<file path="src/hw/rtl/ppds_pkg.sv">
// Shared constants and state types for the pairwise proximity danger score unit.
// No dependencies.
package ppds_pkg;

    localparam int MAX_BOXES_DEF  = 64;
    localparam int COORD_BITS_DEF = 14;

    localparam int CLASS_W = 8;
    localparam int TOL_W   = 12;
    localparam int CFG_W   = 12;
    localparam int CFG_IDX_W = 2;
    localparam int IDX_OUT_W = 6;
    localparam int SCORE_W   = 16;
    localparam int SUM_W     = 22;
    localparam int SHADE_W   = 8;
    localparam int TERM_W    = 11;   // holds 0..1024

    localparam logic [SCORE_W-1:0] SCORE_MAX = 16'd64512;
    localparam logic [SUM_W-1:0]   SUM_MAX   = 22'd4128768;
    localparam logic [TERM_W-1:0]  ONE_Q10   = 11'd1024;

    // shade = (SHADE_BASE + min(3*score, SHADE_CAP)) / 20, done as *3277 >> 16
    localparam logic [12:0] SHADE_BASE  = 13'd1034;
    localparam logic [12:0] SHADE_CAP   = 13'd3072;
    localparam logic [11:0] DIV20_RECIP = 12'd3277;

    localparam logic [CFG_IDX_W-1:0] REG_TARGET_CLASS = 2'd0;
    localparam logic [CFG_IDX_W-1:0] REG_HEIGHT_TOL   = 2'd1;
    localparam logic [CFG_IDX_W-1:0] REG_SHADE_EN     = 2'd2;

    localparam logic [TOL_W-1:0] TOL_RESET = 12'd64;

    typedef enum logic [2:0] {
        S_IDLE, S_CUR, S_CUR_LAT, S_OTH, S_OTH_LAT, S_TERM, S_EMIT
    } t_state;

    typedef enum logic [2:0] {
        T_IDLE, T_MUL, T_CHK, T_SQRT, T_ADJ, T_DIV, T_DONE
    } t_term_state;

endpackage

</file>
<file path="src/hw/rtl/ppds_term.sv">
// Pair term unit: height check, squared distance, bit-serial square root and
// restoring divide giving 1024 - ceil(1024*sqrt(d2)/h). Depends on ppds_pkg.
module ppds_term
    import ppds_pkg::*;
#(
    parameter int COORD_BITS = COORD_BITS_DEF
) (
    input  logic                    i_clk,
    input  logic                    i_rst_n,
    input  logic                    i_start,
    input  logic [4*COORD_BITS-1:0] i_cur,
    input  logic [4*COORD_BITS-1:0] i_oth,
    input  logic [TOL_W-1:0]        i_tol,
    output logic                    o_done,
    output logic [TERM_W-1:0]       o_term
);
    localparam int CB  = COORD_BITS;
    localparam int PW  = CB + 1;          // bottom-centre coordinate width
    localparam int D2W = 2 * PW + 1;
    localparam int SW  = CB + 10;         // root width
    localparam int RW  = SW + 3;          // partial remainder width
    localparam int DW  = CB + 11;         // dividend width
    localparam int SCW = $clog2(SW);

    t_term_state r_state, n_state;

    logic [PW-1:0]       r_dx, r_dy;
    logic [CB-1:0]       r_h, r_hdiff;
    logic [TOL_W-1:0]    r_tol;
    logic [D2W-1:0]      r_d2;
    logic [2*CB-1:0]     r_hh;
    logic [CB+7:0]       r_lhs;
    logic [CB+TOL_W-1:0] r_rhs;
    logic [2*SW-1:0]     r_rad;
    logic [RW-1:0]       r_rem;
    logic [SW-1:0]       r_root;
    logic [SCW-1:0]      r_scnt;
    logic [DW-1:0]       r_dvd;
    logic [3:0]          r_k;
    logic [TERM_W-1:0]   r_q;

    logic [CB-1:0] cl, ct, cw, chh, ol, ot, ow, oh;
    logic [PW-1:0] ax, bx, ay, by;
    logic [RW-1:0] rem_sh, trial;
    logic [DW-1:0] hk;

    assign {cl, ct, cw, chh} = i_cur;
    assign {ol, ot, ow, oh}  = i_oth;

    always_comb begin
        ax = PW'(cl) + PW'(cw >> 1);
        bx = PW'(ol) + PW'(ow >> 1);
        ay = PW'(ct) + PW'(chh);
        by = PW'(ot) + PW'(oh);
        rem_sh = {r_rem[RW-3:0], r_rad[2*SW-1 -: 2]};
        trial  = RW'({r_root, 2'b01});
        hk     = DW'(r_h) << r_k;
    end

    always_comb begin
        n_state = r_state;
        case (r_state)
            T_IDLE: if (i_start) n_state = T_MUL;
            T_MUL:  n_state = T_CHK;
            T_CHK: begin
                if ((CB+TOL_W)'(r_lhs) > r_rhs || r_d2 >= D2W'(r_hh)) begin
                    n_state = T_DONE;
                end else begin
                    n_state = T_SQRT;
                end
            end
            T_SQRT: if (r_scnt == '0) n_state = T_ADJ;
            T_ADJ:  n_state = T_DIV;
            T_DIV:  if (r_k == 4'd0) n_state = T_DONE;
            T_DONE: n_state = T_IDLE;
            default: n_state = T_IDLE;
        endcase
    end

    always_ff @(posedge i_clk) begin
        if (!i_rst_n) begin
            r_state <= T_IDLE;
        end else begin
            r_state <= n_state;
        end
    end

    always_ff @(posedge i_clk) begin
        case (r_state)
            T_IDLE: begin
                r_dx    <= (ax > bx) ? ax - bx : bx - ax;
                r_dy    <= (ay > by) ? ay - by : by - ay;
                r_h     <= chh;
                r_hdiff <= (chh > oh) ? chh - oh : oh - chh;
                r_tol   <= i_tol;
            end
            T_MUL: begin
                r_d2  <= D2W'(r_dx) * D2W'(r_dx) + D2W'(r_dy) * D2W'(r_dy);
                r_hh  <= r_h * r_h;
                r_lhs <= {r_hdiff, 8'd0};
                r_rhs <= r_h * r_tol;
            end
            T_CHK: begin
                r_q    <= ONE_Q10;   // rejected pair gives zero
                r_rad  <= {r_d2[2*CB-1:0], 20'd0};
                r_rem  <= '0;
                r_root <= '0;
                r_scnt <= SCW'(SW - 1);
            end
            T_SQRT: begin
                r_rad  <= r_rad << 2;
                r_scnt <= r_scnt - 1'b1;
                if (rem_sh >= trial) begin
                    r_rem  <= rem_sh - trial;
                    r_root <= {r_root[SW-2:0], 1'b1};
                end else begin
                    r_rem  <= rem_sh;
                    r_root <= {r_root[SW-2:0], 1'b0};
                end
            end
            T_ADJ: begin
                // ceil of the root, then ceil of the divide via +h-1
                r_dvd <= DW'(r_root) + DW'(r_rem != '0) + DW'(r_h) - DW'(1);
                r_k   <= 4'd10;
                r_q   <= '0;
            end
            T_DIV: begin
                r_k <= r_k - 1'b1;
                if (r_dvd >= hk) begin
                    r_dvd    <= r_dvd - hk;
                    r_q[r_k] <= 1'b1;
                end
            end
            default: ;
        endcase
    end

    assign o_done = (r_state == T_DONE);
    assign o_term = (r_q >= ONE_Q10) ? '0 : ONE_Q10 - r_q;
endmodule
</file>
<file path="config.mk">
export PLATFORM = sky130hd
export DESIGN_NAME = ppds_term
export DESIGN_NICKNAME = d
export VERILOG_FILES = /design/src/hw/rtl/ppds_pkg.sv /design/src/hw/rtl/ppds_term.sv
export SDC_FILE = /design/constraint.sdc
export NUM_CORES = 2
export LEC_CHECK = 0
export BUFFER_PORTS_ARGS = -buffer_cell sky130_fd_sc_hd__buf_2
export CAP_MARGIN = 20
export CORE_AREA = 2 2 312 376
export DETAILED_ROUTE_END_ITERATION = 12
export DIE_AREA = 0 0 314 378
export PLACE_DENSITY_LB_ADDON = 0.2
export SLEW_MARGIN = 20
export SYNTH_ARGS = -nofsm -noshare
export SYNTH_HDL_FRONTEND = slang
export SYNTH_SLANG_ARGS = --single-unit
</file>
<file path="constraint.sdc">
create_clock -name i_clk -period 8.95 [get_ports i_clk]
set_clock_uncertainty 0.1 [all_clocks]
set_input_delay 2.2375 -clock i_clk [delete_from_list [all_inputs] [get_ports i_clk]]
set_output_delay 2.2375 -clock i_clk [all_outputs]
set_load 0.01 [all_outputs]
</file>
==> qor.csv <==
stage,metric,value,unit
die,die width,314,µm
finish,fillers,11410,
drt,drc violations,0,
synth,dominant synthesized flop cell,sky130_fd_sc_hd__edfxtp_1,
clock_tree,clock latency reported for the late side of the worst-skew pair,0.58,ns
clock_tree,clock slew at the register clock pins of the worst setup and hold paths,0.06,ns
critical_path,critical path peak fanout,14,
clock_tree,root buf cell,sky130_fd_sc_hd__clkbuf_16,
synth,synthesized area per cell,9.35,µm²
placed_design,buffers added on ports,136,
hold_path,Worst Hold End,r_lhs[14],
die,full die area,119000,µm²
synth,synthesized netlist cell count,4885,
drt,via count normalized by instance count,5.01,
synth,Synth top area share,0.253,
global_routing,total congestion overflow after global routing,0,
critical_path,critical path start-end classification,reg2reg,
finish,"Non-Filler Cell Area, Final",49400,µm²
clock_tree,number of buffers added by the clock tree synthesis step,40,
critical_path,crit path max-delay cell type,sky130_fd_sc_hd__edfxtp_1,
sta,highest attainable clock frequency,125,MHz
hold_path,worst hold path class,reg2reg,
sta,shortest clock period the worst path allows after layout,8.00,ns
drt,detailed router's first-iteration violation count,1536,
die,starting utilization of the core area,0.396,
critical_path,"delay-heaviest family, CP",adder cells,
drt,average detailed-routed wire length per instance,16.8,µm
sta,final setup violation count,0,
critical_path,startpoint of the worst-slack reg-to-reg timing path,r_dy[6],
synth,total standard cell area after synthesis,45700,µm²
clock_tree,maximum root-to-sink buffer count,3,
global_routing,Total GRT Usage,0.188,
sta,number of hold violations in the final report,0,
drt,sum of routed wire length over all layers,109,mm
synth,leading cell types by total area after synthesis,"sky130_fd_sc_hd__fa_1 (25%), sky130_fd_sc_hd__edfxtp_1 (19%), sky130_fd_sc_hd__ha_1 (16%)",
critical_path,count of buffering cells on the critical path with inverters included,7,
placed_design,standard cell area after detailed placement,48000,µm²
critical_path,endpoint required time on the critical path,9.17,ns
critical_path,delay contributed by the slowest stage of the critical path,0.68,ns
sta,Final period util,0.894,
drt,total iterations of the first detailed-routing run,7,
sta,setup TNS,0,ns
critical_path,R2R setup slack,0.95,ns
synth,post-synth cell types,89,
drt,routed vias,32639,
die,number of I/O pins,139,
finish,area added between synthesis and finish,8.16,%
critical_path,data arrival time of the critical path,8.22,ns
hold_path,Hold Path Cell Cnt,0,
global_routing,antenna violations before repair,4,
clock_tree,count of buffers added by post-CTS timing repair for setup,0,
finish,number of nets in the layout,6259,
synth,number of synthesized flops with an enable pin,292,
critical_path,Critical Path Sink Type,flop,
synth,library cell with the largest summed area after synthesis,sky130_fd_sc_hd__fa_1,
die,site row count,137,
placed_design,routability congestion estimate,0.862,
synth,Synth Net Count,6185,
sta,transition time at the pin with the least slew margin,1.08,ns
critical_path,startpoint kind of the worst setup timing path,flop,
sta,Max Slew Vio Count,0,
clock_tree,H-Tree Depth,2,
global_routing,via count of the first global-routing pass,34189,
run,# Max-Cap Violations,0,
critical_path,Critical R2R Capture,r_d2[30],
synth,Yosys Warn Count,0,
synth,fraction of registers with async set/reset,0,
die,core area,115000,µm²
synth,leading post-synthesis cells by instance count,"sky130_fd_sc_hd__inv_1 (976), sky130_fd_sc_hd__ha_1 (597), sky130_fd_sc_hd__fa_1 (576)",
die,Die Height,378,µm
drt,post-detailed-route count of antenna-violating nets,0,
synth,sequential area share after synthesis,0.193,
critical_path,length in cells of the worst reg-to-reg path,26,
sta,setup repair after global routing missed its margin,no,
clock_tree,TritonCTS clock tree,yes,
finish,fraction of layout cells with a size suffix above 1,0.0634,
status,outcome,finished clean,
placed_design,detailed-placement wirelength estimate,90.1,mm
global_routing,maximum number of pins on one net before global-route repair,65,
synth,Synth Register Bits,295,
clock_tree,post-cts sizing count,0,
synth,leading cell type by number of instances after synthesis,sky130_fd_sc_hd__inv_1,
clock_tree,Num Clock Sinks,295,
global_routing,global-route wire length before repair,179,mm
sta,remaining max-slew budget at the tightest pin,0.278,
hold_path,worst hold path startpoint,r_hdiff[6],
clock_tree,count of hold-fix buffers inserted at cts,0,
critical_path,CP dominant cell by count,sky130_fd_sc_hd__fa_1,
[sequential cells by signal (all words and copies together) (netlist names)]
register	cells
r_d2	31
r_dvd	25
r_dx	15
r_dy	15
r_h	14
r_hdiff	14
r_hh	27
r_k	4
r_lhs	14
r_q	11
r_rad	28
r_rem	27
r_rhs	26
r_root	24
r_scnt	5
r_state	3
r_tol	12
[metrics by stage]
step	utilization	setup slack [ns]	cells	hold slack, ns
6_report	0.428	0.948	6518	0.317
5_1_grt	0.428	0.456	6518	0.324
4_1_cts	0.428	0.878	6517	0.315
3_5_place_dp	0.416	0.910	6446	0.305
3_3_place_gp	0.416	0.879	6446	0.304
2_1_floorplan	-	0.829	4885	0.300
[layout make-up]
class	count	area, µm²	area share
Antenna cell	1	2.50	0.0000507
Clock buffer	46	1060	0.0216
Clock inverter	25	273	0.00552
Inverter	981	3680	0.0746
Multi-Input combinational cell	3459	32600	0.660
Sequential cell	295	8830	0.179
Tap cell	1529	1910	0.0387
Timing Repair Buffer	182	1030	0.0208
[layout by cell type, fill, tap and decap left out, drive strengths merged, types with 10 or more instances in the layout]
| cell | instances |
|---|---|
| clkbuf | 46 |
| o31ai | 16 |
| xnor2 | 161 |
| fa | 576 |
| edfxtp | 292 |
| a221o | 10 |
| nand3 | 63 |
| o21bai | 29 |
| inv | 982 |
| nor2b | 50 |
| and3 | 32 |
| a211o | 11 |
| ha | 597 |
| and4 | 10 |
| clkinv | 18 |
| a31oi | 30 |
| or3 | 17 |
| buf | 182 |
| a21oi | 236 |
| nor2 | 272 |
| mux2i | 52 |
| nand2b | 44 |
| o21ai | 119 |
| o21a | 28 |
| nand2 | 469 |
| a211oi | 21 |
| and2 | 139 |
| xor2 | 92 |
| nor3 | 62 |
| mux2 | 10 |
| o211ai | 16 |
| a21o | 134 |
| a41oi | 10 |
| nand4 | 28 |
| or2 | 20 |
| nor4 | 13 |
[worst reg2reg max path, stage by stage (launching register included)]
cell                       delay [ns]
sky130_fd_sc_hd__edfxtp_1        0.68
sky130_fd_sc_hd__nand2_1         0.24
sky130_fd_sc_hd__inv_1           0.08
sky130_fd_sc_hd__fa_1            0.50
sky130_fd_sc_hd__inv_1           0.05
sky130_fd_sc_hd__fa_1            0.50
sky130_fd_sc_hd__inv_1           0.06
sky130_fd_sc_hd__fa_1            0.49
sky130_fd_sc_hd__inv_1           0.05
sky130_fd_sc_hd__fa_1            0.53
sky130_fd_sc_hd__inv_1           0.06
sky130_fd_sc_hd__fa_1            0.50
sky130_fd_sc_hd__fa_1            0.44
sky130_fd_sc_hd__fa_1            0.49
sky130_fd_sc_hd__inv_1           0.05
sky130_fd_sc_hd__fa_1            0.47
sky130_fd_sc_hd__inv_1           0.04
sky130_fd_sc_hd__ha_1            0.32
sky130_fd_sc_hd__and3_1          0.20
sky130_fd_sc_hd__and3_4          0.18
sky130_fd_sc_hd__a2111o_1        0.45
sky130_fd_sc_hd__a41o_1          0.34
sky130_fd_sc_hd__a31oi_4         0.30
sky130_fd_sc_hd__o21ai_1         0.11
sky130_fd_sc_hd__a221o_1         0.32
sky130_fd_sc_hd__a21oi_2         0.15
sky130_fd_sc_hd__xnor2_1         0.07
[worst max-delay path by stage]
stage / start / to / cells after the start
after floorplan: r_state[0] / r_d2[0] / 3
after global placement: r_dy[6] / r_d2[30] / 26
after detailed placement: r_dy[6] / r_d2[30] / 26
after CTS: r_dx[9] / r_d2[27] / 25
after global routing: r_dx[12] / r_d2[27] / 25
final: r_dy[6] / r_d2[30] / 26
[routing by layer]
layer  up-vias  share of wire  GRT usage
met1     16030           0.43      0.234
met2       484           0.52      0.348
met4         0          0.025     0.0479
met5         -              0          0
met3       148          0.031     0.0173
li1      15977              -          -
[cells by family after synthesis]
kind of cell	share of synthesized area
adders and majority gates	0.416
xor gates and xnor gates	0.0485
buffers and inverters	0.0935
AOI/OAI and AO/OA	0.105
DFF	0.193
muxes	0.0168
and+or+nand+nor	0.126
Power is not shown: default switching activity piles up to over one toggle a cycle in this logic, so the estimate is an artifact.
