### config.mk
export PLATFORM = sky130hd
export DESIGN_NAME = ppds_ram
export DESIGN_NICKNAME = d
export VERILOG_FILES = /design/src/hw/rtl/ppds_ram.sv
export SDC_FILE = /design/constraint.sdc
export NUM_CORES = 1
export LEC_CHECK = 0
export ABC_AREA = 1
export BUFFER_PORTS_ARGS = -buffer_cell sky130_fd_sc_hd__buf_2
export CAP_MARGIN = 20
export CORE_ASPECT_RATIO = 1.75
export CORE_MARGIN = 4
export CORE_UTILIZATION = 36
export CTS_CLUSTER_SIZE = 12
export DETAILED_ROUTE_END_ITERATION = 10
export MAX_ROUTING_LAYER = met4
export SLEW_MARGIN = 20
export SYNTH_ARGS = -nofsm -noshare
export SYNTH_HDL_FRONTEND = slang
export SYNTH_SLANG_ARGS = --single-unit
### constraint.sdc
create_clock -name i_clk -period 1.2 [get_ports i_clk]
set_input_delay 0.06 -clock i_clk [delete_from_list [all_inputs] [get_ports i_clk]]
set_output_delay 0.06 -clock i_clk [all_outputs]
set_load 0.05 [all_outputs]
### src/hw/rtl/ppds_ram.sv
// Generic single-port-write, single-port-read RAM with registered read data.
// No dependencies.
module ppds_ram #(
    parameter int WIDTH = 8,
    parameter int DEPTH = 16
) (
    input  logic                     i_clk,
    input  logic                     i_we,
    input  logic [$clog2(DEPTH)-1:0] i_waddr,
    input  logic [WIDTH-1:0]         i_wdata,
    input  logic [$clog2(DEPTH)-1:0] i_raddr,
    output logic [WIDTH-1:0]         o_rdata
);
    logic [WIDTH-1:0] r_mem [DEPTH];
    logic [WIDTH-1:0] r_rdata;

    always_ff @(posedge i_clk) begin
        if (i_we) begin
            r_mem[i_waddr] <= i_wdata;
        end
        r_rdata <= r_mem[i_raddr];
    end

    assign o_rdata = r_rdata;
endmodule

==> impl_metrics.env, run 1 <==
export IMPL_synthSimpleGateAreaFrac_pct=21.05
export IMPL_io_buffers=25
export IMPL_final_core_util_pct=43.11
export IMPL_rows=61
export IMPL_hold_violations=0
export IMPL_max_cap_violations=0
export IMPL_dp_slack_ns=-0.009740
export IMPL_grt_pass1_vias=3762
export IMPL_finalSetupTns_ns=0
export IMPL_synth_common_cells="nand2_1 (173), edfxtp_1 (128), inv_1 (100), nand3_1 (97), nor2_1 (17)"
export IMPL_vias=3816
export IMPL_post_cts_resized=0
export IMPL_wl_per_cell_um=16.56
export IMPL_layout_nets=616
export IMPL_syn_num_nets=569
export IMPL_setup_worst_path_class="reg -> reg"
export IMPL_crit_required_ns=1.48
export IMPL_synthToLayoutAreaGrowth_pct=18.09
export IMPL_post_cts_buffers=0
export IMPL_ys_ff_latch=136
export IMPL_gp_congestion=0.9423
export IMPL_synth_top_family_by_area="simple AND/OR/NAND/NOR gates"
export IMPL_clk_insertion_delay_late_ns=0.41
export IMPL_synth_area_leaders="edfxtp_1 (67%), nand2_1 (11%), nand3_1 (8.4%)"
export IMPL_cp_end_kind="flip-flop"
export IMPL_cts_hold_buf=0
export IMPL_post_synth_cell_area_avg_um2=10.47
export IMPL_seq_area_frac_synth_pct=69.43
export IMPL_cp_arrival_ns=1.37
export IMPL_hold_ws_ns=0.04534
export IMPL_hold_path_class="in -> reg"
export IMPL_startpoint_type="flip-flop"
export IMPL_status="completed"
export IMPL_fin_area_um2=6810
export IMPL_synth_area_um2=5767
export IMPL_grt_max_degree=63
export IMPL_slew_viol_final=0
export IMPL_synth_most_common_cell="nand2_1"
export IMPL_drt_iter0_markers=275
export IMPL_period_share_pct=90.43
export IMPL_slew_headroom_pct=74.32
export IMPL_finalWorstSetupSlack_ns=0.1149
export IMPL_max_freq_ghz=0.9215
export IMPL_drc=0
export IMPL_p_leak_nw=2.947
export IMPL_yosysUniqueCellTypes=12
export IMPL_fin_cells=799
export IMPL_place_area_um2=6227
export IMPL_drt_pass1_iter_count=5
export IMPL_p_per_area_nw_per_um2=1648
export IMPL_synthCells=551
export IMPL_worstPathMaxFanout=1
export IMPL_ys_warn_count=0
export IMPL_synthArstFlopShare_pct=0
export IMPL_clock_sinks=136
export IMPL_synthAdderAreaFrac_pct=0
export IMPL_synth_compound_area_share_pct=0
export IMPL_die_area_um2=18190
export IMPL_track_usage_pct=15.54
export IMPL_root_buffer="clkbuf_16"
export IMPL_viasPerCell=4.776
export IMPL_post_route_cells_drive_above_1_share_pct=13.44
export IMPL_cts_max_path_buffers=2
export IMPL_cts_tree="built"
export IMPL_grt_first_pass_wirelength_um=20620
export IMPL_start_util_pct=36.50
export IMPL_synth_ff_type="edfxtp_1"
export IMPL_htreeDepth=4
export IMPL_grt_antenna_before_repair=0
export IMPL_tightest_slew_ns=0.3852
export IMPL_die_y_um=175.4
export IMPL_rsz0062_at_grt="false"
export IMPL_pin_count=26
export IMPL_ir_drop_uv=894.6
export IMPL_gr_total_overflow=0
export IMPL_fin_total_pwr_mw=11.22
export IMPL_die_w_um=103.7
export IMPL_synthMuxAreaShare_pct=0
export IMPL_setup_violations=0
export IMPL_post_route_min_period_ns=1.085
export IMPL_synthXorXnorAreaFrac_pct=0
export IMPL_antenna_left=0
export IMPL_clk_pin_slew_worst_paths_ns=0.05
export IMPL_routed_wirelength_um=13230
export IMPL_cts_buffers=17
export IMPL_dpl_cell_count=768
export IMPL_synth_top_cell_by_area="edfxtp_1"
export IMPL_synth_top_area_share_pct=66.65
export IMPL_core_area_um2=15800
export IMPL_antenna_cells=0
export IMPL_synth_edf_count=128
export IMPL_clock_skew_ns=0.009480
export IMPL_dp_hpwl_um=9016
==> final cells by class <==
cell class,count,area (um2)
sequential,136,4004
fill,1421,8989
clock buffer,17,425.4
timing repair buffer,52,390.4
clock inverter,14,157.7
tap,189,236.5
inverter,102,382.9
multi-input combinational,289,1214
==> per-layer routing <==
layer,wire length [um],track usage [%]
met5,0,-
met4,502,7.765
met3,449,2.979
met2,7191,27.51
met1,5087,16.60
==> report_power, final <==
part | total (mW) | internal (mW) | switching (mW)
clock network | 5.09 | 3.22 | 1.87
registers | 5.35 | 5.31 | 0.0334
logic | 0.789 | 0.221 | 0.568
total | 11.2 | 8.76 | 2.47
==> flip-flops by register name (all words and copies together) (netlist names) <==
| register | cells |
|---|---|
| r_mem | 128 |
| o_rdata | 8 |
==> final timing paths <==
| check | startpoint | endpoint | slack (ns) | cells after the start |
|---|---|---|---|---|
| setup / recovery | r_mem[7][0] | o_rdata[0] | 0.11 | 6 |
| hold / removal | i_raddr[2] | o_rdata[6] | 0.05 | 4 |
| setup reg to reg | r_mem[7][0] | o_rdata[0] | 0.11 | 6 |
| hold reg to reg | r_mem[4][6] | o_rdata[6] | 0.69 | 6 |
==> worst max-delay path, stage by stage (launching register included) <==
cell      delay [ns]
edfxtp_1        0.36
inv_1           0.07
nand2_1         0.04
nand3_1         0.09
nand3_1         0.17
nand3_1         0.14
nand2_1         0.09
==> cell usage in the layout (no fill, tap or decap) <==
master      synthesis  routed
nand2_1           173     173
edfxtp_1          128     128
inv_1             100     100
nand3_1            97      97
buf_2              13      25
buf_4               4      22
nor2_1             17      17
clkbuf_16           0      17
dfxtp_1             8       8
clkinvlp_4          0       5
buf_12              0       5
bufinv_16           0       3
clkinv_1            0       3
inv_2               2       2
nand3b_1            2       2
clkinv_2            0       2
inv_6               0       1
==> cells by family after synthesis <==
group,count (synthesis)
flip-flops,136
buffers and inverters,126
AND/OR/NAND/NOR,289
(Power assumes the default switching activity.)
==> inputs of run 2 (changes only) <==
- clock period: 1.2 -> 1.1 ns (I/O delays scaled with it)
==> run 2 against run 1 <==
Clock skew down 0.0017 ns; flip-flop and latch count unchanged; sequential power up 9.0%; critical path depth down 5; largest cell class unchanged; highest routed layer unchanged.
==> impl_metrics.env, run 2 (synthesized netlist as in run 1, its figures left out) <==
export IMPL_max_freq_ghz=0.9455
export IMPL_cpPeakStageDelay_ns=0.32
export IMPL_die_w_um=103.7
export IMPL_p_per_area_nw_per_um2=1812
export IMPL_crit_path_top_delay_cell="dfxtp_1"
export IMPL_status="completed"
export IMPL_slew_viol_final=0
export IMPL_drt_iter0_markers=262
export IMPL_largest_reg_flops=128
export IMPL_grt_pass1_vias=3919
export IMPL_post_route_min_period_ns=1.058
export IMPL_hold_path_class="in -> reg"
export IMPL_startpoint_type="flip-flop"
export IMPL_clock_skew_ns=0.007736
export IMPL_post_cts_buffers=0
export IMPL_grt_antenna_before_repair=0
export IMPL_pin_count=26
export IMPL_core_area_um2=15800
export IMPL_die_area_um2=18190
export IMPL_multiInputGateArea_um2=1219
export IMPL_slew_headroom_pct=74.27
export IMPL_final_cell_mix="nand2_1 (173), edfxtp_1 (128), inv_1 (100)"
export IMPL_grt_first_pass_wirelength_um=21220
export IMPL_drc=0
export IMPL_cts_tree="built"
export IMPL_max_cap_violations=0
export IMPL_ir_drop_uv=994.3
export IMPL_die_y_um=175.4
export IMPL_largest_register="r_mem"
export IMPL_n_fill_cell=1457
export IMPL_layout_nets=619
export IMPL_drt_pass1_iter_count=9
export IMPL_htreeDepth=4
export IMPL_final_common_cell="nand2_1"
export IMPL_worstPathMaxFanout=1
export IMPL_gp_congestion=0.8923
export IMPL_cts_hold_buf=0
export IMPL_cts_max_path_buffers=2
export IMPL_routed_wirelength_um=13500
export IMPL_dp_hpwl_um=9198
export IMPL_grt_max_degree=41
export IMPL_tightest_slew_ns=0.3860
export IMPL_viasPerCell=4.851
export IMPL_clock_sinks=136
export IMPL_track_usage_pct=15.84
export IMPL_cts_buffers=17
export IMPL_rsz0062_at_grt="false"
export IMPL_crit_buf_inv=1
export IMPL_synthToLayoutAreaGrowth_pct=18.92
export IMPL_finalSetupTns_ns=0
export IMPL_place_area_um2=6237
export IMPL_fin_area_um2=6858
export IMPL_setup_violations=0
export IMPL_start_util_pct=36.50
export IMPL_antenna_cells=0
export IMPL_crit_chain="buf_2"
export IMPL_vias=3895
export IMPL_cp_arrival_ns=1.00
export IMPL_p_leak_nw=2.976
export IMPL_io_buffers=25
export IMPL_clk_pin_slew_worst_paths_ns=0.06
export IMPL_antenna_left=0
export IMPL_post_route_cells_drive_above_1_share_pct=14.50
export IMPL_wl_per_cell_um=16.81
export IMPL_rows=61
export IMPL_hold_violations=0
export IMPL_period_share_pct=96.15
export IMPL_gr_total_overflow=0
export IMPL_setup_worst_path_class="reg -> out"
export IMPL_root_buffer="clkbuf_16"
export IMPL_regArea_um2=4004
export IMPL_crit_required_ns=1.04
export IMPL_cp_end_kind="output pin"
export IMPL_crit_family="flip-flops"
export IMPL_clk_insertion_delay_late_ns=0.41
## run 2: changes by cell type in the layout (fill, tap and decap cells not counted), moves of 2 or more
cell / delta
clkinv_4: +3
buf_4: +6
clkinv_1: -2
clkbuf_4: +3
buf_2: -5
## run 2: area by class of cell
class / instances / share of cell area (%)
flip-flops and latches: 136 / 58.38
multi-input cells: 289 / 17.77
clock buffers: 17 / 6.203
repair buffers: 55 / 6.021
inverters: 102 / 5.583
well taps: 189 / 3.448
clock inverters: 15 / 2.591
## run 2: power by group
part	leakage [nW]	switching (mW)	internal, mW
Clock	0.283	2.15	3.57
Sequential	1.22	0.0389	5.79
Combinational	1.47	0.623	0.254
Total	2.98	2.81	9.61
## run 2: metrics by stage
stage	setup slack [ns]	instances	power, mW	hold slack, ns	util [%]
global route	0.001334	803	12.81	0.06918	43.41
floorplan	0.09416	551	6.457	0.1539	-
detailed placement	-0.1012	771	6.809	0.4969	39.48
finish	0.04231	803	12.42	0.05843	43.41
CTS	0.001811	803	12.52	0.06290	43.33
global placement	-0.07520	771	6.797	0.4884	39.48
## run 2: final timing paths
kind	cells after the start	end	slack [ns]	from
setup reg to reg	6	o_rdata[0]	0.05	r_mem[7][0]
hold reg to reg	6	o_rdata[0]	0.68	r_mem[2][0]
setup / recovery	1	o_rdata[2]	0.04	o_rdata[2]
hold / removal	1	r_mem[11][1]	0.06	i_wdata[1]
## run 2: layer usage
layer / GRT usage, % / up-vias / share of wire, %
met4: 9.762 / 0 / 4.9
met3: 2.391 / 42 / 3.5
li1: - / 1875 / -
met5: - / - / 0
met2: 27.87 / 120 / 53
met1: 16.68 / 1858 / 39
## run 2: what timing repair did
action                     in CTS  in global routing
gates resized for setup         2                  4
pin swaps                       0                  0
setup endpoints to repair       2                  4
gates cloned                    0                  0
==> inputs of run 3 (changes only) <==
- CORE_UTILIZATION: 36 -> 55
- PLACE_DENSITY: default -> 0.72
==> run 3 against run 2 <==
Critical path depth did not move; worst hold slack got worse by 0.027 ns; maximum frequency grew 0.94%; design area fell by 1.7%; non-clock buffer count decreased by 6; power rose by 0.44%; global-route usage grew 5.5 points; utilization grew 22 points; clock-buffer cell count is 5 higher.
==> impl_metrics.env, run 3 (synthesized netlist as in run 1, its figures left out) <==
export IMPL_p_clk_share_pct=46.9
export IMPL_grt_max_degree=65
export IMPL_rsz0062_at_grt="false"
export IMPL_post_cts_buffers=0
export IMPL_drt_pass1_iter_count=7
export IMPL_rows=49
export IMPL_n_fill_cell=771
export IMPL_largest_register="r_mem"
export IMPL_ir_drop_uv=1462
export IMPL_hold_path_class="in -> reg"
export IMPL_pin_count=26
export IMPL_slew_viol_final=0
export IMPL_slew_headroom_pct=78.37
export IMPL_regArea_um2=4004
export IMPL_cp_end_kind="output pin"
export IMPL_hold_violations=0
export IMPL_post_route_cells_drive_above_1_share_pct=13.49
export IMPL_cts_buffers=17
export IMPL_die_y_um=143.5
export IMPL_io_buffers=25
export IMPL_wl_met3_um=584
export IMPL_cts_hold_buf=0
export IMPL_dp_hpwl_um=7413
export IMPL_worstPathMaxFanout=1
export IMPL_setup_worst_path_class="reg -> out"
export IMPL_die_area_um2=12250
export IMPL_swShare_pct=21.21
export IMPL_finalSetupTns_ns=0
export IMPL_grt_pass1_vias=3733
export IMPL_fin_total_pwr_mw=12.48
export IMPL_post_route_min_period_ns=1.048
export IMPL_wl_per_cell_um=16.26
export IMPL_die_w_um=85.41
export IMPL_clk_pin_slew_worst_paths_ns=0.06
export IMPL_viasPerCell=5.264
export IMPL_p_per_area_nw_per_um2=1851
export IMPL_tightest_slew_ns=0.3241
export IMPL_max_cap_violations=0
export IMPL_largest_reg_flops=128
export IMPL_grt_first_pass_wirelength_um=18440
export IMPL_setup_violations=0
export IMPL_crit_family="flip-flops"
export IMPL_seqPwrFrac_pct=46.7
export IMPL_final_core_util_pct=65.84
export IMPL_gr_total_overflow=0
export IMPL_wl_met2_um=6529
export IMPL_layout_nets=613
export IMPL_crit_buf_inv=1
export IMPL_antenna_cells=0
export IMPL_crit_required_ns=1.04
export IMPL_crit_path_top_delay_cell="dfxtp_1"
export IMPL_status="completed"
export IMPL_netSwitchingPower_mw=2.646
export IMPL_clock_sinks=136
export IMPL_final_cell_mix="nand2_1 (173), edfxtp_1 (128), inv_1 (100)"
export IMPL_root_buffer="clkbuf_16"
export IMPL_final_common_cell="nand2_1"
export IMPL_hold_ws_ns=0.03107
export IMPL_multiInputGateArea_um2=1214
export IMPL_post_cts_resized=0
export IMPL_topRoutingLayerUsed="met4"
export IMPL_vias=3869
export IMPL_synthToLayoutAreaGrowth_pct=16.90
export IMPL_gp_congestion=0.8537
export IMPL_period_share_pct=95.25
export IMPL_wl_met1_um=4273
export IMPL_core_area_um2=10240
export IMPL_max_freq_ghz=0.9544
export IMPL_antenna_left=0
export IMPL_cpPeakStageDelay_ns=0.32
export IMPL_startpoint_type="flip-flop"
export IMPL_comb_power_share_pct=6.5
export IMPL_routed_wirelength_um=11950
export IMPL_start_util_pct=56.32
export IMPL_clock_skew_ns=0.005941
export IMPL_p_leak_nw=2.953
export IMPL_htreeDepth=4
export IMPL_grt_antenna_before_repair=0
export IMPL_clk_insertion_delay_late_ns=0.42
export IMPL_cp_arrival_ns=0.99
export IMPL_drc=0
export IMPL_crit_chain="buf_2"
export IMPL_cts_max_path_buffers=2
export IMPL_cts_tree="built"
export IMPL_track_usage_pct=21.35
export IMPL_drt_iter0_markers=249
export IMPL_power_internal_mw=9.832
## run 3: routing by layer
metal  vias up  GRT usage (%)
met1      1827          21.12
met4         0          13.84
met5         -              -
met2       139          36.97
li1       1858              -
met3        45          4.991
## run 3: worst paths after layout
kind	start	endpoint	slack [ns]	cells past startpoint
max reg2reg	r_mem[5][5]	o_rdata[5]	0.15	6
min reg2reg	r_mem[14][4]	o_rdata[4]	0.65	6
max	o_rdata[0]	o_rdata[0]	0.05	1
min	i_wdata[3]	r_mem[6][3]	0.03	1
## run 3: through the flow
step | setup WS (ns) | cell area [um2] | instances
after detailed placement | 0.04264 | 6115 | 703
final | 0.05221 | 6741 | 735
after floorplan | 0.09416 | 5767 | 551
after global placement | 0.05217 | 6115 | 703
after CTS | 0.02656 | 6741 | 735
after global routing | 0.02149 | 6741 | 735
## run 3: layout make-up
cell class	count	share of cell area, %
clock buffers	22	7.183
clock inverters	10	2.116
inverters	102	5.679
multi-input cells	289	18.00
flip-flops and latches	136	59.39
well taps	127	2.357
repair buffers	49	5.271
## run 3: power by group through the flow
| stage | logic [mW] | clock network [mW] | registers [mW] |
|---|---|---|---|
| floorplan | 0.409 | 0 | 6.05 |
| global placement | 0.789 | 0 | 5.93 |
| detailed placement | 0.807 | 0 | 5.93 |
| CTS | 0.814 | 5.92 | 5.83 |
| global route | 0.885 | 6.14 | 5.83 |
| finish | 0.806 | 5.85 | 5.83 |
